===== src/hdl/imf_register_write_sequencer_assert.svh =====
// Assertion macros for the IMF register write sequencer.
// Used by the top level; expects clk and arst_n in scope.
`ifndef IMF_REGISTER_WRITE_SEQUENCER_ASSERT_SVH
`define IMF_REGISTER_WRITE_SEQUENCER_ASSERT_SVH

// Same-cycle implication, checked on every rising edge out of reset.
`define IMF_RWS_ASSERT_NOW(label, ante, cons) \
	label: assert property (@(posedge clk) disable iff (!arst_n) (ante) |-> (cons)) \
		else $error("imf_rws: same-cycle property violated");

// Next-cycle implication.
`define IMF_RWS_ASSERT_NEXT(label, ante, cons) \
	label: assert property (@(posedge clk) disable iff (!arst_n) (ante) |=> (cons)) \
		else $error("imf_rws: next-cycle property violated");

`endif


===== src/hdl/imf_rws_pkg.sv =====
// Shared types and constants for the IMF register write sequencer.
// No dependencies; used by imf_rws_div and the top level.
`default_nettype none

package imf_rws_pkg;

	localparam int MAX_EVENTS = 16384;
	localparam int MAX_BURST  = 64;

	localparam int ADDR_W   = 14;
	localparam int POS_W    = 15;
	localparam int BURST_W  = $clog2(MAX_BURST + 1);
	localparam int EVENT_W  = 32;
	localparam int TICK_W   = 32;
	localparam int DELAY_W  = 16;
	localparam int SR_W     = 17;
	localparam int TR_W     = 10;
	localparam int ACC_W    = 17;
	localparam int FRAMES_W = 10;
	localparam int CFG_IDX_W  = 2;
	localparam int CFG_DATA_W = 17;

	// Restoring division: one quotient bit per step.
	localparam int DIV_STEPS  = ACC_W;
	localparam int DIV_CNT_W  = $clog2(DIV_STEPS + 1);

	localparam logic [POS_W-1:0] COUNT_MAX = POS_W'(MAX_EVENTS);
	localparam logic [SR_W-1:0]  SR_MIN    = SR_W'(8000);
	localparam logic [SR_W-1:0]  SR_MAX    = SR_W'(96000);
	localparam logic [SR_W-1:0]  SR_RESET  = SR_W'(48000);
	localparam logic [TR_W-1:0]  TR_MIN    = TR_W'(100);
	localparam logic [TR_W-1:0]  TR_MAX    = TR_W'(1000);
	localparam logic [TR_W-1:0]  TR_RESET  = TR_W'(700);

	// Item kinds carried in s_tuser.
	localparam logic [1:0] MODE_LOAD  = 2'd0;
	localparam logic [1:0] MODE_START = 2'd1;
	localparam logic [1:0] MODE_TICK  = 2'd2;

	// Configuration register indexes.
	localparam logic [CFG_IDX_W-1:0] REG_EVENT_COUNT = 2'd0;
	localparam logic [CFG_IDX_W-1:0] REG_LOOP_ENABLE = 2'd1;
	localparam logic [CFG_IDX_W-1:0] REG_SAMPLE_RATE = 2'd2;
	localparam logic [CFG_IDX_W-1:0] REG_TICK_RATE   = 2'd3;

	typedef enum logic [2:0] {
		ST_IDLE,
		ST_SCAN,
		ST_SCAN_DATA,
		ST_DIV_START,
		ST_DIV_WAIT,
		ST_EMIT_RD,
		ST_EMIT_DATA,
		ST_FINAL
	} state_t;

	typedef struct packed {
		logic              start;
		logic [ACC_W-1:0]  dividend;
		logic [TR_W-1:0]   divisor;
	} div_req_t;

	typedef struct packed {
		logic                done;
		logic [FRAMES_W-1:0] quotient;
		logic [TR_W-1:0]     remainder;
	} div_rsp_t;

endpackage

`default_nettype wire


===== src/hdl/imf_rws_div.sv =====
// Iterative restoring divider that works out frames per tick and the carried remainder.
// Depends on imf_rws_pkg.
`default_nettype none

module imf_rws_div (
	input  wire logic                  clk,
	input  wire logic                  arst_n,
	input  wire imf_rws_pkg::div_req_t req,
	output imf_rws_pkg::div_rsp_t      rsp
);

	logic                                busy_q;
	logic                                done_q;
	logic [imf_rws_pkg::DIV_CNT_W-1:0]   cnt_q;
	logic [imf_rws_pkg::TR_W-1:0]        rem_q;
	logic [imf_rws_pkg::ACC_W-1:0]       quo_q;
	logic [imf_rws_pkg::TR_W-1:0]        dvs_q;
	logic [imf_rws_pkg::TR_W:0]          trial;
	logic [imf_rws_pkg::TR_W:0]          diff;
	logic                                fits;

	// Partial remainder stays below the divisor, so it fits TR_W bits after each step.
	assign trial = {rem_q, quo_q[imf_rws_pkg::ACC_W-1]};
	assign fits  = (trial >= {1'b0, dvs_q});
	assign diff  = trial - {1'b0, dvs_q};

	always_ff @(posedge clk or negedge arst_n) begin
		if (!arst_n) begin
			busy_q <= 1'b0;
			done_q <= 1'b0;
			cnt_q  <= '0;
		end else begin
			done_q <= busy_q && (cnt_q == imf_rws_pkg::DIV_CNT_W'(1));
			if (req.start) begin
				busy_q <= 1'b1;
				cnt_q  <= imf_rws_pkg::DIV_CNT_W'(imf_rws_pkg::DIV_STEPS);
			end else if (busy_q) begin
				cnt_q <= cnt_q - imf_rws_pkg::DIV_CNT_W'(1);
				if (cnt_q == imf_rws_pkg::DIV_CNT_W'(1)) begin
					busy_q <= 1'b0;
				end
			end
		end
	end

	always_ff @(posedge clk) begin
		if (req.start) begin
			rem_q <= '0;
			quo_q <= req.dividend;
			dvs_q <= req.divisor;
		end else if (busy_q) begin
			rem_q <= fits ? diff[imf_rws_pkg::TR_W-1:0] : trial[imf_rws_pkg::TR_W-1:0];
			quo_q <= {quo_q[imf_rws_pkg::ACC_W-2:0], fits};
		end
	end

	assign rsp.done      = done_q;
	assign rsp.quotient  = quo_q[imf_rws_pkg::FRAMES_W-1:0];
	assign rsp.remainder = rem_q;

endmodule

`default_nettype wire


===== config.mk =====
export PLATFORM = sky130hd
export DESIGN_NAME = imf_rws_div
export DESIGN_NICKNAME = d
export VERILOG_FILES = /design/src/hdl/imf_register_write_sequencer_assert.svh /design/src/hdl/imf_rws_pkg.sv /design/src/hdl/imf_rws_div.sv
export SDC_FILE = /design/constraint.sdc
export NUM_CORES = 1
export LEC_CHECK = 0
export BUFFER_PORTS_ARGS = -buffer_cell sky130_fd_sc_hd__clkbuf_2
export CELL_PAD_IN_SITES_DETAIL_PLACEMENT = 1
export CELL_PAD_IN_SITES_GLOBAL_PLACEMENT = 1
export CORE_ASPECT_RATIO = 0.7
export CORE_UTILIZATION = 42
export DETAILED_ROUTE_END_ITERATION = 10
export PLACE_DENSITY = 0.81
export SLEW_MARGIN = 20
export SYNTH_ARGS = -nofsm -noshare
export SYNTH_HDL_FRONTEND = slang
export SYNTH_SLANG_ARGS = --single-unit

===== constraint.sdc =====
create_clock -name clk -period 3.2 [get_ports clk]
set_clock_uncertainty 0.2 [all_clocks]
set_input_delay 0.16 -clock clk [delete_from_list [all_inputs] [get_ports clk]]
set_output_delay 0.16 -clock clk [all_outputs]
set_load 0.05 [all_outputs]

==> results of run 1 <==
## final cells by class
| cell class | count | area [sq um] |
|---|---|---|
| fillers | 597 | 2310 |
| clock inverters | 3 | 46.3 |
| well taps | 72 | 90.1 |
| flip-flops and latches | 44 | 1190 |
| inverters | 15 | 56.3 |
| clock buffers | 5 | 68.8 |
| repair buffers | 81 | 556 |
| multi-input cells | 127 | 997 |
## through the flow
step | power (uW) | hold slack (ns) | setup slack, ns
after floorplan | 1820 | -0.336 | 0.565
after global placement | 1970 | -0.195 | 0.813
after detailed placement | 2010 | -0.190 | 0.746
after CTS | 2500 | 0.0104 | 0.688
after global routing | 2630 | 0.0359 | 0.529
final | 2490 | 0.0139 | 0.711
## flip-flops by register name, indices dropped and copies added, names as in the netlist
register  count
cnt_q         5
quo_q        17
busy_q        1
dvs_q        10
done_q        1
rem_q        10
## what timing repair did
action	CTS	global route
hold buffers	29	0
resized for setup	0	0
hold endpoints to repair	37	0
## cell families after synthesis
group	Yosys count	synth area share, %
mux	21	9.82
xor+xnor	11	4.09
buf+inv	32	7.33
fa+ha+maj	13	7.22
flops	44	50.3
compound gates	35	11.2
simple gates	47	10.0
## placed cells by master, fill, tap and decap left out, types with 6 or more instances in the layout
cell and instances:
nand2_1 10, ha_1 12, nand3_1 6, dfxtp_1 10, a211oi_1 8, inv_1 15, clkbuf_2 50, mux2_2 17
dlygate4sd3_1 29, dfrtp_1 7, xor2_1 6, nor2_1 16, edfxtp_1 27
## worst max-delay path: stages (launching register included)
cell      delay (ns)
edfxtp_1        0.41
inv_1           0.08
ha_1            0.17
inv_1           0.06
fa_1            0.43
a211oi_1        0.28
nor2_1          0.12
o22ai_1         0.21
xor2_1          0.18
nand3_1         0.09
o311a_1         0.15
## power by group
group | internal, uW | leakage (uW) | switching, uW
combinational | 411 | 0.000859 | 746
sequential | 766 | 0.000443 | 118
clock | 235 | 0.0000548 | 215
total | 1410 | 0.00136 | 1080
## per-layer routing
| metal | GRT usage, % | up-vias | wire length, um |
|---|---|---|---|
| met5 | 0 | - | 0 |
| met4 | 7.74 | 0 | 85 |
| met3 | 4.11 | 8 | 223 |
| met2 | 33.7 | 40 | 2600 |
| met1 | 26.9 | 853 | 2660 |
| li1 | - | 867 | - |
## final timing paths
| check | start | endpoint | slack [ns] |
|---|---|---|---|
| max | quo_q[16] | rem_q[8] | 0.71 |
| min | arst_n | cnt_q[3] | 0.01 |
| max reg2reg | quo_q[16] | rem_q[8] | 0.71 |
| min reg2reg | rem_q[3] | rem_q[3] | 0.32 |
| max in group asynchronous | arst_n | busy_q | 2.62 |
| min in group clk | rem_q[3] | rem_q[3] | 0.32 |
==> run_results.csv, run 1 <==
group,metric,value,unit
status,status,"complete, no violations",
synthesis,synth_top_cells_by_count,"27 x edfxtp_1, 17 x mux2_2, 16 x nor2_1, 15 x inv_1, 12 x ha_1",
floorplanning,die_y,64.7,um
floorplanning,core_area,0.00531,sq mm
timing,hold_viol_final,0,
worst_setup_path,r2r_cells,10,
synthesis,synth_area_leaders,"edfxtp_1 34%, dfxtp_1 8.5%, mux2_2 8.1%",
routing,route.detailed.drc,0,
worst_setup_path,endpoint_kind,"flop",
timing,slew_headroom,53.8,%
timing,fin_tns_setup,0,ns
worst_setup_path,cp.required,3.20,ns
flow_run,drv_cap,0,
synthesis,netlist_area,0.00236,sq mm
place,hpwl,3.54,mm
worst_setup_path,critPathKind,"reg2reg",
routing,vias,1768,
place,place_congestion,0.829,
synthesis,syn_area_per_cell,11.6,sq um
timing,max_clock_freq,402,MHz
timing,rsz0062_at_grt,"false",
floorplanning,start_util,44.3,%
global_route,grt_max_degree,41,
pwr,leakage,0.00136,uW
global_route,grt_antenna_before_repair,0,
routing,drt-initial-drc-count,81,
clock_tree,cts_tree,"yes",
final_layout,final_nets,317,
pwr,p_per_area,830,mW/mm^2
clock_tree,clock_latency,0.31,ns
clock_tree,post_cts_buffers,0,
timing,finalSetupViolCount,0,
clock_tree,clk_path_buf_depth,2,
global_route,first_global_vias,1858,
global_route,grt_overflow,0,
clock_tree,root_buffer,"clkbuf_8",
floorplanning,rows,22,
place,dpl_cell_area,0.00259,sq mm
synthesis,synth.top_cell.area_share,34.4,%
synthesis,yosysSeqAreaShare,50.3,%
floorplanning,die-area,0.00592,sq mm
final_layout,stdcell_count,347,
global_route,grt_usage,20.5,%
worst_setup_path,critPathArrivalTime,2.49,ns
final_layout,area_growth_syn_to_layout,27.4,%
routing,wirelength,5.57,mm
synthesis,synth_area_leader_cell,"edfxtp_1",
final_layout,fin_area,0.00300,sq mm
timing,tightest_slew,0.692,ns
worst_hold_path,min_path_type,"in2async",
routing,dr.pass1.iters,4,
worst_setup_path,start_kind,"flop",
routing,via_per_inst,5.10,
final_layout,utilization,56.5,%
synthesis,yosysWarnings,0,
place,port_buffers,50,
floorplanning,io-pin-count,51,
pwr,peakVddDrop,0.433,mV
synthesis,syn_nets,246,
synthesis,synth.most_common_cell,"edfxtp_1",
synthesis,synth_ff_type,"edfxtp_1",
synthesis,synth_edf_count,27,
final_layout,drive_above_1_share,29.5,%
timing,fin_crit_sh,77.8,%
final_layout,diodes,0,
global_route,grt_pass1_wl,9.24,mm
timing,finalCriticalPeriod,2.49,ns
synthesis,postSynthCellCount,203,
place,dp.cells,310,
clock_tree,clkTransAtPathRegs,0.09,ns
timing,report.final.slew_viol_count,0,
synthesis,async_flop_share,15.9,%
synthesis,yosysUniqueCellTypes,42,
clock_tree,cts_sinks,44,
routing,antenna_left,0,
routing,wl_per_cell,16.0,um
floorplanning,dieWidth,91.5,um
worst_setup_path,worst-path-max-fanout,3,
clock_tree,htree_levels,2,
clock_tree,cts_buffers,5,
synthesis,ys_ff_latch,44,
(Power assumes the default switching activity.)
==> run 2, diff against run 1 <==
--- a/config.mk
+++ b/config.mk
@@ -9,9 +9,9 @@
 export CELL_PAD_IN_SITES_DETAIL_PLACEMENT = 1
 export CELL_PAD_IN_SITES_GLOBAL_PLACEMENT = 1
 export CORE_ASPECT_RATIO = 0.7
-export CORE_UTILIZATION = 42
+export CORE_UTILIZATION = 38
 export DETAILED_ROUTE_END_ITERATION = 10
-export PLACE_DENSITY = 0.81
+export PLACE_DENSITY = 0.78
 export SLEW_MARGIN = 20
 export SYNTH_ARGS = -nofsm -noshare
 export SYNTH_HDL_FRONTEND = slang
==> constraint.sdc (replaced) <==
create_clock -name clk -period 2.23 [get_ports clk]
set_clock_uncertainty 0.2 [all_clocks]
set_input_delay 0.1115 -clock clk [delete_from_list [all_inputs] [get_ports clk]]
set_output_delay 0.1115 -clock clk [all_outputs]
set_load 0.05 [all_outputs]
==> run 2 against run 1 <==
Against the previous run: the run now ends with negative setup slack left; sequential cell count did not move; critical path depth did not move; via count rose by 12%; cell area rose by 17%; utilization rose by 3.5 points; hold slack improved by 0.30 ns; total power rose by 74%; combinational power rose by 110%; cell count rose by 9.2%; die area rose by 10%; sequential power rose by 49%.
==> run_results.csv, run 2 (synthesized netlist as in run 1, its figures left out) <==
group,metric,value,unit
final_layout,max_flop_register,"quo_q",
timing,report.final.slew_viol_count,0,
timing,fin_tns_setup,-1.40,ns
pwr,pwr-share-seq,30.6,%
floorplanning,die_y,67.9,um
pwr,clkPwrFrac,11.9,%
clock_tree,clock_latency,0.31,ns
pwr,peakVddDrop,0.547,mV
global_route,grt_max_degree,27,
clock_tree,cts_tree,"yes",
final_layout,largest_reg_flops,17,
final_layout,fin_area,0.00351,sq mm
worst_hold_path,hold_depth,2,
floorplanning,start_util,40.3,%
routing,dr.pass1.iters,4,
place,dpl_cell_area,0.00285,sq mm
timing,fin_ws,-0.209,ns
routing,wl_per_cell,19.8,um
timing,max_clock_freq,410,MHz
floorplanning,dieWidth,96.1,um
flow_run,drv_cap,0,
timing,finalCriticalPeriod,2.44,ns
final_layout,reg_top3,"quo_q x17, dvs_q x10, rem_q x10",
pwr,p_int,2410,uW
worst_setup_path,start_kind,"flop",
pwr,leakage,0.00152,uW
global_route,first_global_vias,2011,
worst_setup_path,endpoint_kind,"flop",
routing,via_per_inst,5.23,
clock_tree,cts_buffers,5,
timing,finalSetupViolCount,11,
final_layout,drive_above_1_share,50.0,%
floorplanning,die-area,0.00652,sq mm
global_route,grt_overflow,0,
place,port_buffers,50,
worst_setup_path,worstReg2RegStart,"quo_q[16]",
worst_setup_path,r2r-end,"rem_q[4]",
routing,antenna_left,0,
final_layout,diodes,0,
final_layout,area_growth_syn_to_layout,48.8,%
pwr,p_switching,1910,uW
clock_tree,clkTransAtPathRegs,0.08,ns
final_layout,stdcell_count,379,
routing,wirelength,7.52,mm
global_route,grt_antenna_before_repair,0,
timing,rsz0062_at_grt,"true",
routing,route.detailed.drc,0,
status,status,"finished with violations",
pwr,total_power,4330,uW
worst_setup_path,cp.required,2.22,ns
timing,tightest_slew,0.755,ns
floorplanning,core_area,0.00584,sq mm
global_route,grt_pass1_wl,11.0,mm
worst_setup_path,critPathArrivalTime,2.43,ns
final_layout,layout_commonest_cell,"clkbuf_2",
worst_setup_path,r2r_slack,-0.21,ns
routing,drt-initial-drc-count,100,
clock_tree,htree_levels,2,
place,place_congestion,0.820,
final_layout,fill_cells,614,
timing,fin_crit_sh,109,%
worst_hold_path,hold_end,"dvs_q[5]",
clock_tree,cts_sinks,44,
pwr,pwr-share-comb,57.5,%
status,violations,"negative setup slack",
floorplanning,io-pin-count,51,
worst_setup_path,critPathKind,"reg2reg",
worst_setup_path,r2r_cells,10,
final_layout,final_nets,346,
pwr,p_per_area,1230,mW/mm^2
clock_tree,root_buffer,"clkbuf_8",
final_layout,layout_common_cells,"50 x clkbuf_2, 30 x dlygate4sd3_1, 27 x edfxtp_1, 27 x buf_4, 16 x mux2_2",
clock_tree,clk_path_buf_depth,2,
routing,vias,1984,
global_route,grt_usage,23.6,%
worst_hold_path,hold_start,"req[5]",
worst_setup_path,worst-path-max-fanout,2,
timing,hold_viol_final,0,
floorplanning,rows,23,
timing,slew_headroom,49.6,%
final_layout,utilization,60.0,%
place,dp.cells,329,
worst_hold_path,min_path_type,"in2reg",
pwr,swShare,44.2,%
place,hpwl,4.10,mm
## run 2: cell types whose count changed in the layout (fill, tap and decap cells not counted), sizes merged
cell         change
inv              -1
clkbuf           +1
buf             +28
dlygate4sd3      +1
bufinv           -1
clkinv           +1
## run 2: what timing repair did
item | CTS | global route
setup buffers | 10 | 2
hold buffers | 30 | 0
pin swaps | 13 | 20
endpoints found under the hold margin | 37 | 0
resized for setup | 23 | 13
endpoints found under the setup margin | 9 | 11
## run 2: metal layers
layer	track usage [%]	wire, um
met5	0	0
met4	6.16	98
met3	6.00	240
met2	37.5	3700
met1	32.4	3490
## run 2: critical path: stages, from the launching register on
cell      delay, ns
edfxtp_1       0.43
inv_2          0.11
ha_4           0.14
inv_2          0.04
fa_2           0.41
buf_4          0.17
a21o_1         0.18
a211oi_2       0.27
nor2_2         0.09
mux2i_4        0.18
a211oi_1       0.10
## run 2: cell type report
| type | instances | area, sq um | share of cell area (%) |
|---|---|---|---|
| clock buffers | 6 | 72.6 | 2.07 |
| clock inverters | 2 | 11.3 | 0.321 |
| inverters | 15 | 56.3 | 1.61 |
| multi-input cells | 127 | 1260 | 36.0 |
| flip-flops and latches | 44 | 1210 | 34.6 |
| well taps | 75 | 93.8 | 2.68 |
| repair buffers | 110 | 796 | 22.7 |
## run 2: power groups by stage
stage          logic (uW)  registers [uW]  clock network (uW)
3_5_place_dp         1870            1310                   0
4_1_cts              2220            1300                 516
5_1_grt              2610            1350                 552
2_1_floorplan        1220            1510                   0
3_3_place_gp         1820            1310                   0
6_report             2490            1320                 513
## run 2: metrics by stage
step / hold slack [ns] / setup slack (ns)
2_1_floorplan: -0.384 / 0.00160
3_3_place_gp: -0.244 / -0.160
3_5_place_dp: -0.243 / -0.163
4_1_cts: 0.316 / -0.0547
5_1_grt: 0.309 / -0.284
6_report: 0.310 / -0.209
## run 2: how the worst max path moves through the flow
stage,start,to,slack (ns)
finish,quo_q[16],rem_q[4],-0.21
global route,quo_q[16],rem_q[6],-0.28
CTS,dvs_q[3],rem_q[5],-0.05
detailed placement,dvs_q[3],rem_q[4],-0.16
global placement,dvs_q[1],rem_q[4],-0.16
floorplan,rem_q[5],rem_q[4],0.002
==> run 3, diff against run 2 <==
--- a/config.mk
+++ b/config.mk
@@ -11,7 +11,7 @@
 export CORE_ASPECT_RATIO = 0.7
 export CORE_UTILIZATION = 38
 export DETAILED_ROUTE_END_ITERATION = 10
-export PLACE_DENSITY = 0.78
+export PLACE_DENSITY = 0.86
 export SLEW_MARGIN = 20
 export SYNTH_ARGS = -nofsm -noshare
 export SYNTH_HDL_FRONTEND = slang
==> run 3 against run 2 <==
Against the previous run: the run still ends with negative setup slack left; total power shrank 1.9%; combinational power decreased by 4%; clock power up 1%; global-route usage grew 2.4 points; sequential power is essentially flat; cell area down 1.3%; sequential share of layout area up 0.45 points; count of clock-buffer cells in the layout is 1 higher; die area did not move; maximum frequency decreased by 1.8%; first-iteration DRC count increased by 36%.
==> run_results.csv, run 3 (synthesized netlist as in run 1, its figures left out) <==
group,metric,value,unit
pwr,p_int,2360,uW
routing,wl_per_cell,21.1,um
global_route,grt_max_degree,23,
routing,wirelength,8.05,mm
timing,finalSetupViolCount,11,
timing,hold_viol_final,0,
clock_tree,htree_levels,2,
worst_setup_path,start_kind,"flop",
clock_tree,cts_buffers,5,
routing,vias,2038,
pwr,leakage,0.00152,uW
worst_setup_path,critPathMostFrequentCell,"inv_2",
global_route,first_global_vias,2105,
place,dp.cells,339,
pwr,p_switching,1880,uW
clock_tree,clock_latency,0.32,ns
worst_setup_path,worst-path-max-fanout,3,
floorplanning,die_y,67.9,um
flow_run,drv_cap,0,
place,hpwl,4.98,mm
timing,rsz0062_at_grt,"true",
floorplanning,rows,23,
status,status,"finished with violations",
worst_setup_path,critPathMaxStageDelay,0.47,ns
global_route,grt_overflow,0,
pwr,clkPwrFrac,12.2,%
worst_setup_path,endpoint_kind,"flop",
final_layout,final_nets,349,
timing,report.final.slew_viol_count,0,
floorplanning,start_util,40.3,%
floorplanning,dieWidth,96.1,um
final_layout,utilization,59.2,%
clock_tree,clkTransAtPathRegs,0.09,ns
routing,route.detailed.drc,0,
final_layout,layout_common_cells,"50 x clkbuf_2, 30 x dlygate4sd3_1, 30 x buf_4",
final_layout,diodes,0,
clock_tree,cts_tree,"yes",
final_layout,reg_top3,"quo_q x17, dvs_q x10, rem_q x10",
final_layout,max_flop_register,"quo_q",
clock_tree,clk_path_buf_depth,2,
worst_setup_path,crit_chain,"inv_2, ha_4, inv_2, fa_2, a211oi_4, nor2_1, o22ai_1, xor2_1, nand3_1, o311a_1",
floorplanning,core_area,0.00584,sq mm
timing,tightest_slew,0.371,ns
worst_setup_path,crit_family,"compound AO/OA/AOI/OAI gates",
pwr,p_per_area,1230,mW/mm^2
worst_setup_path,crit_buf_inv,2,
timing,finalCriticalPeriod,2.48,ns
pwr,swShare,44.3,%
pwr,pwr-share-comb,56.5,%
routing,via_per_inst,5.34,
global_route,grt_usage,26.1,%
global_route,grt_pass1_wl,12.0,mm
place,dp_slack,-0.289,ns
clock_tree,cts_sinks,44,
routing,antenna_left,0,
routing,dr.pass1.iters,5,
floorplanning,io-pin-count,51,
timing,fin_ws,-0.253,ns
pwr,peakVddDrop,0.491,mV
clock_tree,root_buffer,"clkbuf_8",
final_layout,drive_above_1_share,47.9,%
final_layout,largest_reg_flops,17,
status,violations,"negative setup slack",
place,place_congestion,0.887,
place,port_buffers,50,
timing,fin_tns_setup,-2.24,ns
timing,max_clock_freq,403,MHz
floorplanning,die-area,0.00652,sq mm
worst_hold_path,min_path_type,"in2reg",
pwr,pwr-share-seq,31.3,%
worst_setup_path,critPathKind,"reg2reg",
timing,slew_headroom,75.3,%
timing,fin_crit_sh,111,%
worst_setup_path,critPathArrivalTime,2.48,ns
worst_setup_path,cp.required,2.22,ns
global_route,grt_antenna_before_repair,0,
worst_setup_path,cp_slowest_cell,"edfxtp_1",
routing,drt-initial-drc-count,136,
final_layout,stdcell_count,382,
final_layout,layout_commonest_cell,"clkbuf_2",
final_layout,area_growth_syn_to_layout,46.9,%
==> run 3: path summary, 6_finish.rpt <==
| path | startpoint | end | slack (ns) | depth (start not counted) |
|---|---|---|---|---|
| max | quo_q[16] | rem_q[8] | -0.25 | 10 |
| min | req[2] | dvs_q[2] | 0.31 | 2 |
| max reg2reg | quo_q[16] | rem_q[8] | -0.25 | 10 |
| min reg2reg | cnt_q[4] | cnt_q[4] | 0.36 | 2 |
| max in group asynchronous | arst_n | busy_q | 1.04 | 3 |
| min in group asynchronous | arst_n | cnt_q[3] | 0.54 | 3 |
==> run 3: power by group through the flow <==
stage | clock (uW) | combinational (uW) | sequential (uW)
3_3_place_gp | 0 | 1920 | 1300
6_report | 518 | 2400 | 1330
4_1_cts | 506 | 2180 | 1310
5_1_grt | 553 | 2530 | 1350
2_1_floorplan | 0 | 1220 | 1510
3_5_place_dp | 0 | 2010 | 1320
==> run 3: per-layer routing <==
metal	wire [um]	GRT usage (%)	share of wire [%]
met3	393	6.00	4.9
met4	263	12.5	3.3
met1	3610	35.0	45
met5	0	0	0
met2	3780	40.1	47
==> run 3: per-stage QoR <==
step | hold slack, ns | power [uW] | cell area (sq um)
CTS | 0.318 | 3990 | 3380
finish | 0.311 | 4250 | 3460
global placement | -0.240 | 3220 | 2930
detailed placement | -0.238 | 3330 | 2930
global route | 0.317 | 4440 | 3460
floorplan | -0.384 | 2730 | 2490
==> run 3: cell type report <==
cell class | instances | area [sq um]
fill | 635 | 2380
sequential | 44 | 1210
multi-input combinational | 127 | 1210
timing repair buffer | 113 | 810
tap | 75 | 93.8
clock buffer | 7 | 76.3
inverter | 15 | 56.3
clock inverter | 1 | 3.75
==> run 3: timing repair <==
action	in CTS	in global routing
hold buffers	30	0
setup endpoints to repair	10	11
buffers inserted	3	2
resized for setup	14	14
hold endpoints to repair	37	0
pin swaps	14	14
